### src/hdl/sipc_pkg.sv
// Package for the steering IIR PWM controller: widths, fixed-point constants,
// payload structs and the control structs of the serial arithmetic units.
// No dependencies; every other file of the block imports it.
package sipc_pkg;

	// Field widths
	localparam int POS_W     = 16;
	localparam int ANG_W     = 16;
	localparam int DUTY_W    = 15;
	localparam int COEF_W    = 24;
	localparam int NUM_COEF  = 5;
	localparam int CFG_IDX_W = 3;

	// Serial multiply-accumulate unit (radix-4 Booth, one digit per cycle)
	localparam int MAC_W    = 52;
	localparam int MCAND_W  = 30;
	localparam int MPLIER_W = 24;
	localparam int DIG_N    = MPLIER_W / 2;

	// Error path and the serial divide by 34 (two quotient bits per cycle)
	localparam int ERR_W     = 30;
	localparam int DIV_STEPS = ERR_W / 2;
	localparam int REM_W     = 6;
	localparam int MEAS_W    = 29;
	localparam int UMAG_W    = 21;

	// Fixed-point constants
	localparam logic [MCAND_W-1:0] DEG_GAIN   = 30'd372340215;
	localparam logic [ERR_W-1:0]   DEG_OFFS   = 30'd133297812;
	localparam logic [ERR_W-1:0]   ROUND_DIV  = 30'd17;
	localparam logic [REM_W:0]     NORM_DIV   = 7'd34;
	localparam logic [MCAND_W-1:0] DUTY_SCALE = 30'd16499;
	localparam logic [DUTY_W-1:0]  DUTY_BASE  = 15'd500;
	localparam logic [MAC_W-1:0]   HALF_Q20   = 52'd524288;
	localparam logic [UMAG_W-1:0]  ONE_Q20    = 21'd1048576;
	localparam logic signed [ANG_W-1:0] ANGLE_LIMIT   = 16'sd8704;
	localparam logic signed [ANG_W-1:0] ANGLE_LIMIT_N = -16'sd8704;
	localparam logic [ERR_W-1:0] E_POS_MAX = 30'd8388607;
	localparam logic [ERR_W-1:0] E_NEG_MAX = 30'd8388608;
	localparam logic signed [COEF_W-1:0] E_MAX = 24'sh7FFFFF;
	localparam logic signed [COEF_W-1:0] E_MIN = -24'sh800000;

	// Configuration register indexes
	localparam logic [CFG_IDX_W-1:0] CFG_ERR_COEF_0 = 3'd0;
	localparam logic [CFG_IDX_W-1:0] CFG_ERR_COEF_1 = 3'd1;
	localparam logic [CFG_IDX_W-1:0] CFG_ERR_COEF_2 = 3'd2;
	localparam logic [CFG_IDX_W-1:0] CFG_OUT_COEF_1 = 3'd3;
	localparam logic [CFG_IDX_W-1:0] CFG_OUT_COEF_2 = 3'd4;

	typedef struct packed {
		logic [POS_W-1:0]        position_reading;
		logic signed [ANG_W-1:0] target_angle;
	} sample_t;

	typedef struct packed {
		logic [DUTY_W-1:0] duty_forward;
		logic [DUTY_W-1:0] duty_reverse;
	} duty_t;

	typedef struct packed {
		logic step;
		logic load;
		logic clr;
	} mac_ctrl_t;

	typedef struct packed {
		logic load;
		logic step;
	} div_ctrl_t;

endpackage

### src/hdl/steering_iir_pwm_controller.sv
// Steering controller top level: a sequencer around a serial Booth MAC and a divider.
// Depends on sipc_pkg, sipc_booth_mac and sipc_div34.
//
// Each accepted item (position reading, target angle) yields exactly one pair of
// H-bridge duty values. The block works on one item at a time: it accepts the item
// while idle, scales the reading into degrees, forms and rounds the error, divides
// it by 34, saturates the normalized error, forms the five filter products, rounds
// and clamps the output, scales it into a duty value, then loads the output register.
// The work is done by the shared radix-4 Booth multiplier, which retires two multiplier
// bits per cycle over seven products, and by the two-bit-per-cycle divider. The next
// item can be accepted while a finished result still waits in the output register.
// Coefficients are written through cfg_we, cfg_index and cfg_data; the user must
// write them only while the block is idle, as the block itself does not enforce
// this. Indexes beyond the fifth are ignored.
module steering_iir_pwm_controller (
	input  logic                                 clk,
	input  logic                                 arst_n,
	input  logic                                 sample_valid,
	output logic                                 sample_ready,
	input  sipc_pkg::sample_t                    sample,
	output logic                                 duty_valid,
	input  logic                                 duty_ready,
	output sipc_pkg::duty_t                      duty,
	input  logic                                 cfg_we,
	input  logic [sipc_pkg::CFG_IDX_W-1:0]       cfg_index,
	input  logic [sipc_pkg::COEF_W-1:0]          cfg_data
);
	import sipc_pkg::*;

	localparam logic [3:0] S_IDLE  = 4'd0;
	localparam logic [3:0] S_MEAS  = 4'd1;
	localparam logic [3:0] S_ERR_A = 4'd2;
	localparam logic [3:0] S_ERR_B = 4'd3;
	localparam logic [3:0] S_ERR_C = 4'd4;
	localparam logic [3:0] S_DIV   = 4'd5;
	localparam logic [3:0] S_E_SET = 4'd6;
	localparam logic [3:0] S_MAC   = 4'd7;
	localparam logic [3:0] S_RND_A = 4'd8;
	localparam logic [3:0] S_RND_B = 4'd9;
	localparam logic [3:0] S_DUTY  = 4'd10;
	localparam logic [3:0] S_FIN   = 4'd11;

	localparam logic [3:0] DIG_LAST = 4'(DIG_N - 1);
	localparam logic [3:0] DIV_LAST = 4'(DIV_STEPS - 1);
	localparam logic [2:0] TAP_LAST = 3'(NUM_COEF - 1);

	// Sequencer state.
	logic [3:0] state_q;
	logic [3:0] dig_q;
	logic [2:0] tap_q;

	// Coefficients and filter history.
	logic signed [COEF_W-1:0] coef_q     [NUM_COEF];
	logic signed [COEF_W-1:0] err_hist_q [2];
	logic signed [COEF_W-1:0] out_hist_q [2];

	// Working registers of the current item.
	logic [POS_W-1:0]        reading_q;
	logic signed [ANG_W-1:0] tgt_q;
	logic [MEAS_W-1:0]       meas_q;
	logic [ERR_W-1:0]        err_q;
	logic signed [COEF_W-1:0] e_q;
	logic [MAC_W-1:0]        rnd_mag_q;
	logic                    rnd_neg_q;
	logic [UMAG_W-1:0]       umag_q;
	logic                    fwd_q;

	// Output register.
	logic  duty_valid_q;
	duty_t duty_q;

	// Combinational helpers.
	logic                     accept;
	logic signed [ANG_W-1:0]  tgt_clamped;
	mac_ctrl_t                mac_ctrl;
	logic signed [MCAND_W-1:0] mac_mcand;
	logic [MPLIER_W-1:0]      mac_mplier;
	logic signed [MAC_W-1:0]  mac_acc;
	logic signed [COEF_W-1:0] tap_data;
	div_ctrl_t                div_ctrl;
	logic [ERR_W-1:0]         dividend;
	logic [ERR_W-1:0]         quotient;
	logic [MEAS_W+16:0]       meas_sum;
	logic [31:0]              rnd_q20;
	logic [UMAG_W-1:0]        umag_next;
	logic signed [COEF_W-1:0] u_next;
	logic [DUTY_W-1:0]        duty_val;
	logic                     out_free;

	assign accept       = sample_valid && sample_ready;
	assign sample_ready = (state_q == S_IDLE);
	assign out_free     = !duty_valid_q || duty_ready;

	// The target is clamped to plus or minus 34 degrees as it is taken in.
	always_comb begin
		if (sample.target_angle > ANGLE_LIMIT) begin
			tgt_clamped = ANGLE_LIMIT;
		end else if (sample.target_angle < ANGLE_LIMIT_N) begin
			tgt_clamped = ANGLE_LIMIT_N;
		end else begin
			tgt_clamped = sample.target_angle;
		end
	end

	// Operand steering for the shared multiplier. The filter taps are taken in
	// order: current error, the two older errors, then the two older outputs, all
	// summed into one accumulator in Q.40.
	always_comb begin
		case (tap_q)
			3'd0:    tap_data = e_q;
			3'd1:    tap_data = err_hist_q[0];
			3'd2:    tap_data = err_hist_q[1];
			3'd3:    tap_data = out_hist_q[0];
			default: tap_data = out_hist_q[1];
		endcase

		mac_ctrl   = '0;
		mac_mcand  = DEG_GAIN;
		mac_mplier = MPLIER_W'(reading_q);
		case (state_q)
			S_MEAS: begin
				mac_ctrl.step = 1'b1;
			end
			S_MAC: begin
				mac_ctrl.step = 1'b1;
				mac_mcand     = MCAND_W'(tap_data);
				mac_mplier    = coef_q[tap_q];
			end
			S_DUTY: begin
				mac_ctrl.step = 1'b1;
				mac_mcand     = DUTY_SCALE;
				mac_mplier    = MPLIER_W'(umag_q);
			end
			default: begin
				mac_ctrl.step = 1'b0;
			end
		endcase
		mac_ctrl.load = mac_ctrl.step && (dig_q == '0);
		// The accumulator keeps running across the five filter taps.
		mac_ctrl.clr  = mac_ctrl.load && !((state_q == S_MAC) && (tap_q != '0));
	end

	sipc_booth_mac u_mac (
		.clk    (clk),
		.ctrl   (mac_ctrl),
		.mcand  (mac_mcand),
		.mplier (mac_mplier),
		.acc    (mac_acc)
	);

	// Division by 34 rounds half away from zero: the magnitude plus 17 is divided
	// and the sign is put back afterwards.
	assign dividend      = err_q[ERR_W-1] ? (ROUND_DIV - err_q) : (err_q + ROUND_DIV);
	assign div_ctrl.load = (state_q == S_ERR_C);
	assign div_ctrl.step = (state_q == S_DIV);

	sipc_div34 u_div (
		.clk      (clk),
		.ctrl     (div_ctrl),
		.dividend (dividend),
		.quotient (quotient)
	);

	// Reading times gain in Q.36, rounded half up to Q.20 degrees.
	assign meas_sum = {1'b0, mac_acc[MEAS_W+15:0]} + (MEAS_W+17)'(32768);

	// Rounded output magnitude, clamped to one, and the signed output for the history.
	always_comb begin
		rnd_q20 = rnd_mag_q[MAC_W-1:20];
		if (rnd_q20 > 32'(ONE_Q20)) begin
			umag_next = ONE_Q20;
		end else begin
			umag_next = rnd_q20[UMAG_W-1:0];
		end
		if (rnd_neg_q) begin
			u_next = -COEF_W'(umag_next);
		end else begin
			u_next = COEF_W'(umag_next);
		end
	end

	// The duty base sits above the fraction bits, so it adds to the integer part.
	assign duty_val = mac_acc[DUTY_W+19:20] + DUTY_BASE;

	// Sequencer.
	always_ff @(posedge clk or negedge arst_n) begin
		if (!arst_n) begin
			state_q <= S_IDLE;
			dig_q   <= '0;
			tap_q   <= '0;
		end else begin
			case (state_q)
				S_IDLE: begin
					dig_q <= '0;
					tap_q <= '0;
					if (accept) begin
						state_q <= S_MEAS;
					end
				end
				S_MEAS: begin
					if (dig_q == DIG_LAST) begin
						dig_q   <= '0;
						state_q <= S_ERR_A;
					end else begin
						dig_q <= dig_q + 4'd1;
					end
				end
				S_ERR_A: state_q <= S_ERR_B;
				S_ERR_B: state_q <= S_ERR_C;
				S_ERR_C: state_q <= S_DIV;
				S_DIV: begin
					if (dig_q == DIV_LAST) begin
						dig_q   <= '0;
						state_q <= S_E_SET;
					end else begin
						dig_q <= dig_q + 4'd1;
					end
				end
				S_E_SET: state_q <= S_MAC;
				S_MAC: begin
					if (dig_q == DIG_LAST) begin
						dig_q <= '0;
						if (tap_q == TAP_LAST) begin
							tap_q   <= '0;
							state_q <= S_RND_A;
						end else begin
							tap_q <= tap_q + 3'd1;
						end
					end else begin
						dig_q <= dig_q + 4'd1;
					end
				end
				S_RND_A: state_q <= S_RND_B;
				S_RND_B: state_q <= S_DUTY;
				S_DUTY: begin
					if (dig_q == DIG_LAST) begin
						dig_q   <= '0;
						state_q <= S_FIN;
					end else begin
						dig_q <= dig_q + 4'd1;
					end
				end
				S_FIN: begin
					if (out_free) begin
						state_q <= S_IDLE;
					end
				end
				default: state_q <= S_IDLE;
			endcase
		end
	end

	// Coefficient registers; writes to indexes past the list fall through.
	always_ff @(posedge clk or negedge arst_n) begin
		if (!arst_n) begin
			for (int i = 0; i < NUM_COEF; i++) begin
				coef_q[i] <= '0;
			end
		end else if (cfg_we) begin
			case (cfg_index)
				CFG_ERR_COEF_0: coef_q[0] <= cfg_data;
				CFG_ERR_COEF_1: coef_q[1] <= cfg_data;
				CFG_ERR_COEF_2: coef_q[2] <= cfg_data;
				CFG_OUT_COEF_1: coef_q[3] <= cfg_data;
				CFG_OUT_COEF_2: coef_q[4] <= cfg_data;
				default: ;
			endcase
		end
	end

	// Filter history is shifted once per item, when the new output is known.
	always_ff @(posedge clk or negedge arst_n) begin
		if (!arst_n) begin
			err_hist_q[0] <= '0;
			err_hist_q[1] <= '0;
			out_hist_q[0] <= '0;
			out_hist_q[1] <= '0;
		end else if (state_q == S_RND_B) begin
			err_hist_q[1] <= err_hist_q[0];
			err_hist_q[0] <= e_q;
			out_hist_q[1] <= out_hist_q[0];
			out_hist_q[0] <= u_next;
		end
	end

	// Datapath registers of the item in flight.
	always_ff @(posedge clk) begin
		if (accept) begin
			reading_q <= sample.position_reading;
			tgt_q     <= tgt_clamped;
		end
		if (state_q == S_ERR_A) begin
			meas_q <= meas_sum[MEAS_W+15:16];
		end
		if (state_q == S_ERR_B) begin
			// Target in Q.20 plus the offset, minus the scaled reading.
			err_q <= ERR_W'({{2{tgt_q[ANG_W-1]}}, tgt_q, 12'b0}) + DEG_OFFS
				- ERR_W'(meas_q);
		end
		if (state_q == S_E_SET) begin
			if (err_q[ERR_W-1]) begin
				e_q <= (quotient > E_NEG_MAX) ? E_MIN : -quotient[COEF_W-1:0];
			end else begin
				e_q <= (quotient > E_POS_MAX) ? E_MAX : quotient[COEF_W-1:0];
			end
		end
		if (state_q == S_RND_A) begin
			rnd_neg_q <= mac_acc[MAC_W-1];
			rnd_mag_q <= mac_acc[MAC_W-1] ? (HALF_Q20 - mac_acc) : (mac_acc + HALF_Q20);
		end
		if (state_q == S_RND_B) begin
			umag_q <= umag_next;
			// An output of exactly zero drives the reverse side.
			fwd_q  <= !rnd_neg_q && (umag_next != '0);
		end
	end

	// Output register: a result waits here while the next item is taken in.
	always_ff @(posedge clk or negedge arst_n) begin
		if (!arst_n) begin
			duty_valid_q <= 1'b0;
		end else if ((state_q == S_FIN) && out_free) begin
			duty_valid_q <= 1'b1;
		end else if (duty_ready) begin
			duty_valid_q <= 1'b0;
		end
	end

	always_ff @(posedge clk) begin
		if ((state_q == S_FIN) && out_free) begin
			if (fwd_q) begin
				duty_q.duty_forward <= duty_val;
				duty_q.duty_reverse <= '0;
			end else begin
				duty_q.duty_forward <= '0;
				duty_q.duty_reverse <= duty_val;
			end
		end
	end

	assign duty_valid = duty_valid_q;
	assign duty       = duty_q;

	// Exactly one bridge side is driven, and its duty lies in the base-to-full range.
	a_one_side: assert property (@(posedge clk) disable iff (!arst_n)
		duty_valid |-> ((duty.duty_forward == '0) != (duty.duty_reverse == '0))
			&& ((duty.duty_forward | duty.duty_reverse) >= DUTY_BASE)
			&& ((duty.duty_forward | duty.duty_reverse) <= 15'd16999))
		else $error("duty pair malformed");

	// The clamped output magnitude never exceeds one.
	a_umag_limit: assert property (@(posedge clk) disable iff (!arst_n)
		(state_q == S_DUTY) |-> (umag_q <= ONE_Q20))
		else $error("output magnitude above one");

	// A finished item reaches the output register once the slot is free.
	a_fin_loads: assert property (@(posedge clk) disable iff (!arst_n)
		((state_q == S_FIN) && out_free) |=> (duty_valid && (state_q == S_IDLE)))
		else $error("result not loaded");

	// No new item is accepted while one is being worked on.
	a_one_item: assert property (@(posedge clk) disable iff (!arst_n)
		accept |=> ((state_q == S_MEAS) && !sample_ready))
		else $error("item accepted while busy");

endmodule

### src/hdl/sipc_booth_mac.sv
// Radix-4 Booth multiply-accumulate unit that retires one multiplier digit per cycle.
// Depends on sipc_pkg for widths and the control struct.
module sipc_booth_mac (
	input  logic                                   clk,
	input  sipc_pkg::mac_ctrl_t                    ctrl,
	input  logic signed [sipc_pkg::MCAND_W-1:0]    mcand,
	input  logic [sipc_pkg::MPLIER_W-1:0]          mplier,
	output logic signed [sipc_pkg::MAC_W-1:0]      acc
);
	import sipc_pkg::*;

	logic signed [MAC_W-1:0]  mcand_q;
	logic signed [MPLIER_W:0] mplier_q;
	logic signed [MAC_W-1:0]  acc_q;
	logic signed [MAC_W-1:0]  cur_mcand;
	logic signed [MPLIER_W:0] cur_mplier;
	logic signed [MAC_W-1:0]  pp;

	// A load cycle takes the new operands straight in and also retires the first digit.
	always_comb begin
		if (ctrl.load) begin
			cur_mcand  = MAC_W'(mcand);
			cur_mplier = {mplier, 1'b0};
		end else begin
			cur_mcand  = mcand_q;
			cur_mplier = mplier_q;
		end
		case (cur_mplier[2:0])
			3'b001, 3'b010: pp = cur_mcand;
			3'b011:         pp = cur_mcand <<< 1;
			3'b100:         pp = -(cur_mcand <<< 1);
			3'b101, 3'b110: pp = -cur_mcand;
			default:        pp = '0;
		endcase
	end

	always_ff @(posedge clk) begin
		if (ctrl.step) begin
			acc_q    <= (ctrl.clr ? '0 : acc_q) + pp;
			mcand_q  <= cur_mcand <<< 2;
			mplier_q <= cur_mplier >>> 2;
		end
	end

	assign acc = acc_q;

endmodule

### src/hdl/sipc_div34.sv
// Restoring divider by the constant 34, two quotient bits per cycle.
// Depends on sipc_pkg for widths and the control struct.
module sipc_div34 (
	input  logic                          clk,
	input  sipc_pkg::div_ctrl_t           ctrl,
	input  logic [sipc_pkg::ERR_W-1:0]    dividend,
	output logic [sipc_pkg::ERR_W-1:0]    quotient
);
	import sipc_pkg::*;

	logic [ERR_W-1:0] shift_q;
	logic [REM_W-1:0] rem_q;
	logic [REM_W:0]   r1, r2, d1, d2;
	logic             ge1, ge2;

	always_comb begin
		r1  = {rem_q, shift_q[ERR_W-1]};
		ge1 = (r1 >= NORM_DIV);
		d1  = ge1 ? (r1 - NORM_DIV) : r1;
		r2  = {d1[REM_W-1:0], shift_q[ERR_W-2]};
		ge2 = (r2 >= NORM_DIV);
		d2  = ge2 ? (r2 - NORM_DIV) : r2;
	end

	// Quotient bits shift in at the bottom as dividend bits leave at the top.
	always_ff @(posedge clk) begin
		if (ctrl.load) begin
			shift_q <= dividend;
			rem_q   <= '0;
		end else if (ctrl.step) begin
			shift_q <= {shift_q[ERR_W-3:0], ge1, ge2};
			rem_q   <= d2[REM_W-1:0];
		end
	end

	assign quotient = shift_q;

endmodule
### config.mk
export PLATFORM = sky130hd
export DESIGN_NAME = steering_iir_pwm_controller
export DESIGN_NICKNAME = d
export VERILOG_FILES = /design/src/hdl/sipc_pkg.sv /design/src/hdl/steering_iir_pwm_controller.sv /design/src/hdl/sipc_booth_mac.sv /design/src/hdl/sipc_div34.sv
export SDC_FILE = /design/constraint.sdc
export NUM_CORES = 1
export LEC_CHECK = 0
export ABC_AREA = 1
export CORE_ASPECT_RATIO = 0.5
export CORE_MARGIN = 3
export CORE_UTILIZATION = 40
export DETAILED_ROUTE_END_ITERATION = 12
export DONT_BUFFER_PORTS = 1
export GPL_TIMING_DRIVEN = 0
export PLACE_DENSITY_LB_ADDON = 0.05
export SYNTH_ARGS = -nofsm -noshare
export SYNTH_HDL_FRONTEND = slang
export SYNTH_SLANG_ARGS = --single-unit
### constraint.sdc
create_clock -name clk -period 6.9 [get_ports clk]
set_clock_uncertainty 0.2 [all_clocks]
set_input_delay 1.38 -clock clk [delete_from_list [all_inputs] [get_ports clk]]
set_output_delay 1.38 -clock clk [all_outputs]
set_load 0.01 [all_outputs]
==> impl_metrics.env <==
export IMPL_status="finished clean"
export IMPL_ioPinCount=96
export IMPL_drcViolationCount=0
export IMPL_initial_core_util_pct=40.6
export IMPL_cts_tree="done"
export IMPL_placed_area_sq_mm=0.0377
export IMPL_worst_slew_pin_slew_ns=1.10
export IMPL_grt_usage_pct=26.6
export IMPL_first_pass_iters=7
export IMPL_synthTopCellsByArea="edfxtp_1 30%, dfrtp_1 16%, nand2_1 12%"
export IMPL_ys_seq_elements=589
export IMPL_yosys_top_cells_count="1140 x nand2_1, 545 x inv_1, 495 x nor2_1"
export IMPL_powerDensity_mw_per_mm2=590
export IMPL_netlist_instances=4583
export IMPL_postCtsHoldBufs=0
export IMPL_antenna_cells=0
export IMPL_antenna_left=0
export IMPL_clk_latency_ns=0.68
export IMPL_end_kind="flop"
export IMPL_cts_root_buf="clkbuf_16"
export IMPL_p_leak_nw=17.6
export IMPL_synth_most_common_cell="nand2_1"
export IMPL_min_period_over_period_pct=95.2
export IMPL_gp_congestion=0.952
export IMPL_fillCellCount=9005
export IMPL_irDropWorstVdd_uv=440
export IMPL_hpwl_microns=99300
export IMPL_cp_slowest_cell="dfrtp_2"
export IMPL_clock_path_buffers=3
export IMPL_path_clk_slew_ns=0.07
export IMPL_max_cap_violations=0
export IMPL_synth_top_area_cell="edfxtp_1"
export IMPL_nets=4832
export IMPL_synth_edff_count=355
export IMPL_ys_flop_type="edfxtp_1"
export IMPL_power_mw=23.8
export IMPL_grt_pass1_vias=30100
export IMPL_cpMostUsedCell="nand2_1"
export IMPL_yosysSeqAreaShare_pct=45.8
export IMPL_num_rows=77
export IMPL_die_y_microns=218
export IMPL_overflow=0
export IMPL_grt_pass1_wl_microns=190000
export IMPL_htreeDepth=2
export IMPL_viasPerCell=5.42
export IMPL_vias=32000
export IMPL_drive_above_1_share_pct=6.16
export IMPL_numCtsBuffers=58
export IMPL_final_core_util_pct=45.4
export IMPL_port_buffers=0
export IMPL_setup_viol_count_final=0
export IMPL_syn_area_sq_mm=0.0360
export IMPL_max_freq_ghz=0.152
export IMPL_fp_coreArea_sq_mm=0.0887
export IMPL_register_area_sq_mm=0.0165
export IMPL_cp_start_kind="flop"
export IMPL_wl_per_cell_microns=21.5
export IMPL_antenna_found_initial=1
export IMPL_die_area_sq_mm=0.0938
export IMPL_dr_first_iter_drc_count=3122
export IMPL_synth_top_area_share_pct=29.6
export IMPL_die_x_microns=430
export IMPL_slew_violations=0
export IMPL_hold_viol_final=0
export IMPL_critPathMaxFanout=11
export IMPL_grt_max_degree=229
export IMPL_stdcell_area_sq_mm=0.0403
export IMPL_min_period_ns=6.57
export IMPL_area_delta_synth_final_pct=11.9
export IMPL_synth_net_count=4742
export IMPL_worst_path_largest_cell_delay_ns=0.43
export IMPL_synth_cell_types=69
export IMPL_slew_headroom_pct=26.0
export IMPL_worstSetupPathType="reg2reg"
export IMPL_async_flop_share_pct=38.7
export IMPL_cp_required_ns=7.14
export IMPL_synth_avg_cell_area_sq_um=7.85
export IMPL_drt_wl_total_microns=127000
export IMPL_cts_sinks=589
export IMPL_yosysWarnings=0
export IMPL_multiInputGateArea_sq_mm=0.0170
export IMPL_worstPathArrival_ns=6.81
export IMPL_hold_path_class="in2async"
[kinds of logic after synthesis]
kind of cell / share of synthesized area (%)
AOI/OAI and AO/OA: 13.1
DFF: 45.8
and+or+nand+nor: 24.0
xor gates and xnor gates: 5.84
buffers and inverters: 7.93
adders and majority gates: 3.32
[final timing paths]
kind,start,cells past startpoint,slack [ns],to
max,tap_q[0],35,0.33,u_mac.acc[51]
min,arst_n,0,0.21,coef_q[82]
max reg2reg,tap_q[0],35,0.33,u_mac.acc[51]
min reg2reg,out_hist_q[4],2,0.28,out_hist_q[4]
max in group asynchronous,arst_n,0,5.67,out_hist_q[7]
min in group clk,out_hist_q[4],2,0.28,out_hist_q[4]
[repair_timing]
action | 4_1_cts | 5_1_grt
pin swaps | 4 | 12
gates resized for setup | 49 | 72
gates cloned | 1 | 2
endpoints found under the setup margin | 34 | 24
setup buffers | 6 | 15
[final cells by class]
cell class	count	area share (%)
Inverter	560	5.24
Timing Repair Buffer	31	0.970
Clock inverter	33	0.908
Clock buffer	75	3.99
Sequential cell	589	41.0
Multi-Input combinational cell	3254	42.3
Buffer	179	1.97
Tap cell	1185	3.68
[critical path, delay by kind of cell (launching register included)]
kind | cells | cell delay (ns)
buf+inv | 7 | 1.24
compound gates | 4 | 0.59
simple gates | 21 | 3.05
xor+xnor | 1 | 0.18
fa+ha+maj | 2 | 0.58
flops | 1 | 0.43
[power by group]
part	total [mW]	internal (mW)	switching, mW	leakage, nW
registers	6.39	5.67	0.715	6.20
clock network	3.40	1.87	1.52	0.953
logic	14.0	4.43	9.56	10.5
[layout by cell type, fill, tap and decap left out, types with 23 or more instances in the layout]
cell type,n
nand3_1,215
xor2_1,184
buf_2,24
xnor2_1,56
edfxtp_1,355
nor2_1,472
ha_1,90
nor2_4,27
o22ai_1,43
o21ai_0,459
clkbuf_1,130
nor3_1,66
clkbuf_16,61
a31oi_1,25
nor4_1,29
buf_4,23
dfrtp_1,226
a21oi_1,175
nand2_1,1131
nand4_1,70
inv_1,544
[sequential cells by signal, summed over array words and instances (netlist names), 4 cells and up]
signal and count:
coef_q 120, u_mac.acc 52, u_mac.mcand_q 50, err_hist_q 48, out_hist_q 48, rnd_mag_q 32, duty 30, err_q 30
u_div.quotient 30, meas_q 29, e_q 24, u_mac.mplier_q 23, umag_q 21, reading_q 16, tgt_q 16, u_div.rem_q 6
dig_q 4, state_q 4
[per-stage QoR]
stage               TNS (ns)  std cells  hold slack [ns]  setup slack [ns]
floorplan                  0       4583            0.224             0.839
global placement      -62.55       5768            0.257             -2.27
detailed placement    -20.71       5776            0.259             -1.31
CTS                        0       5890            0.157           0.00216
global route         -0.0286       5906            0.156           -0.0286
finish                     0       5906            0.206             0.334
[routing by layer]
| layer | GRT usage (%) | routed length [microns] | vias to the layer above |
|---|---|---|---|
| met1 | 41.8 | 63800 | 15400 |
| met5 | 0 | 0 | - |
| met3 | 4.74 | 9960 | 122 |
| li1 | - | - | 15400 |
| met2 | 37.6 | 50700 | 1090 |
| met4 | 5.54 | 2430 | 0 |
No activity file was read; power rests on OpenSTA's default activity.
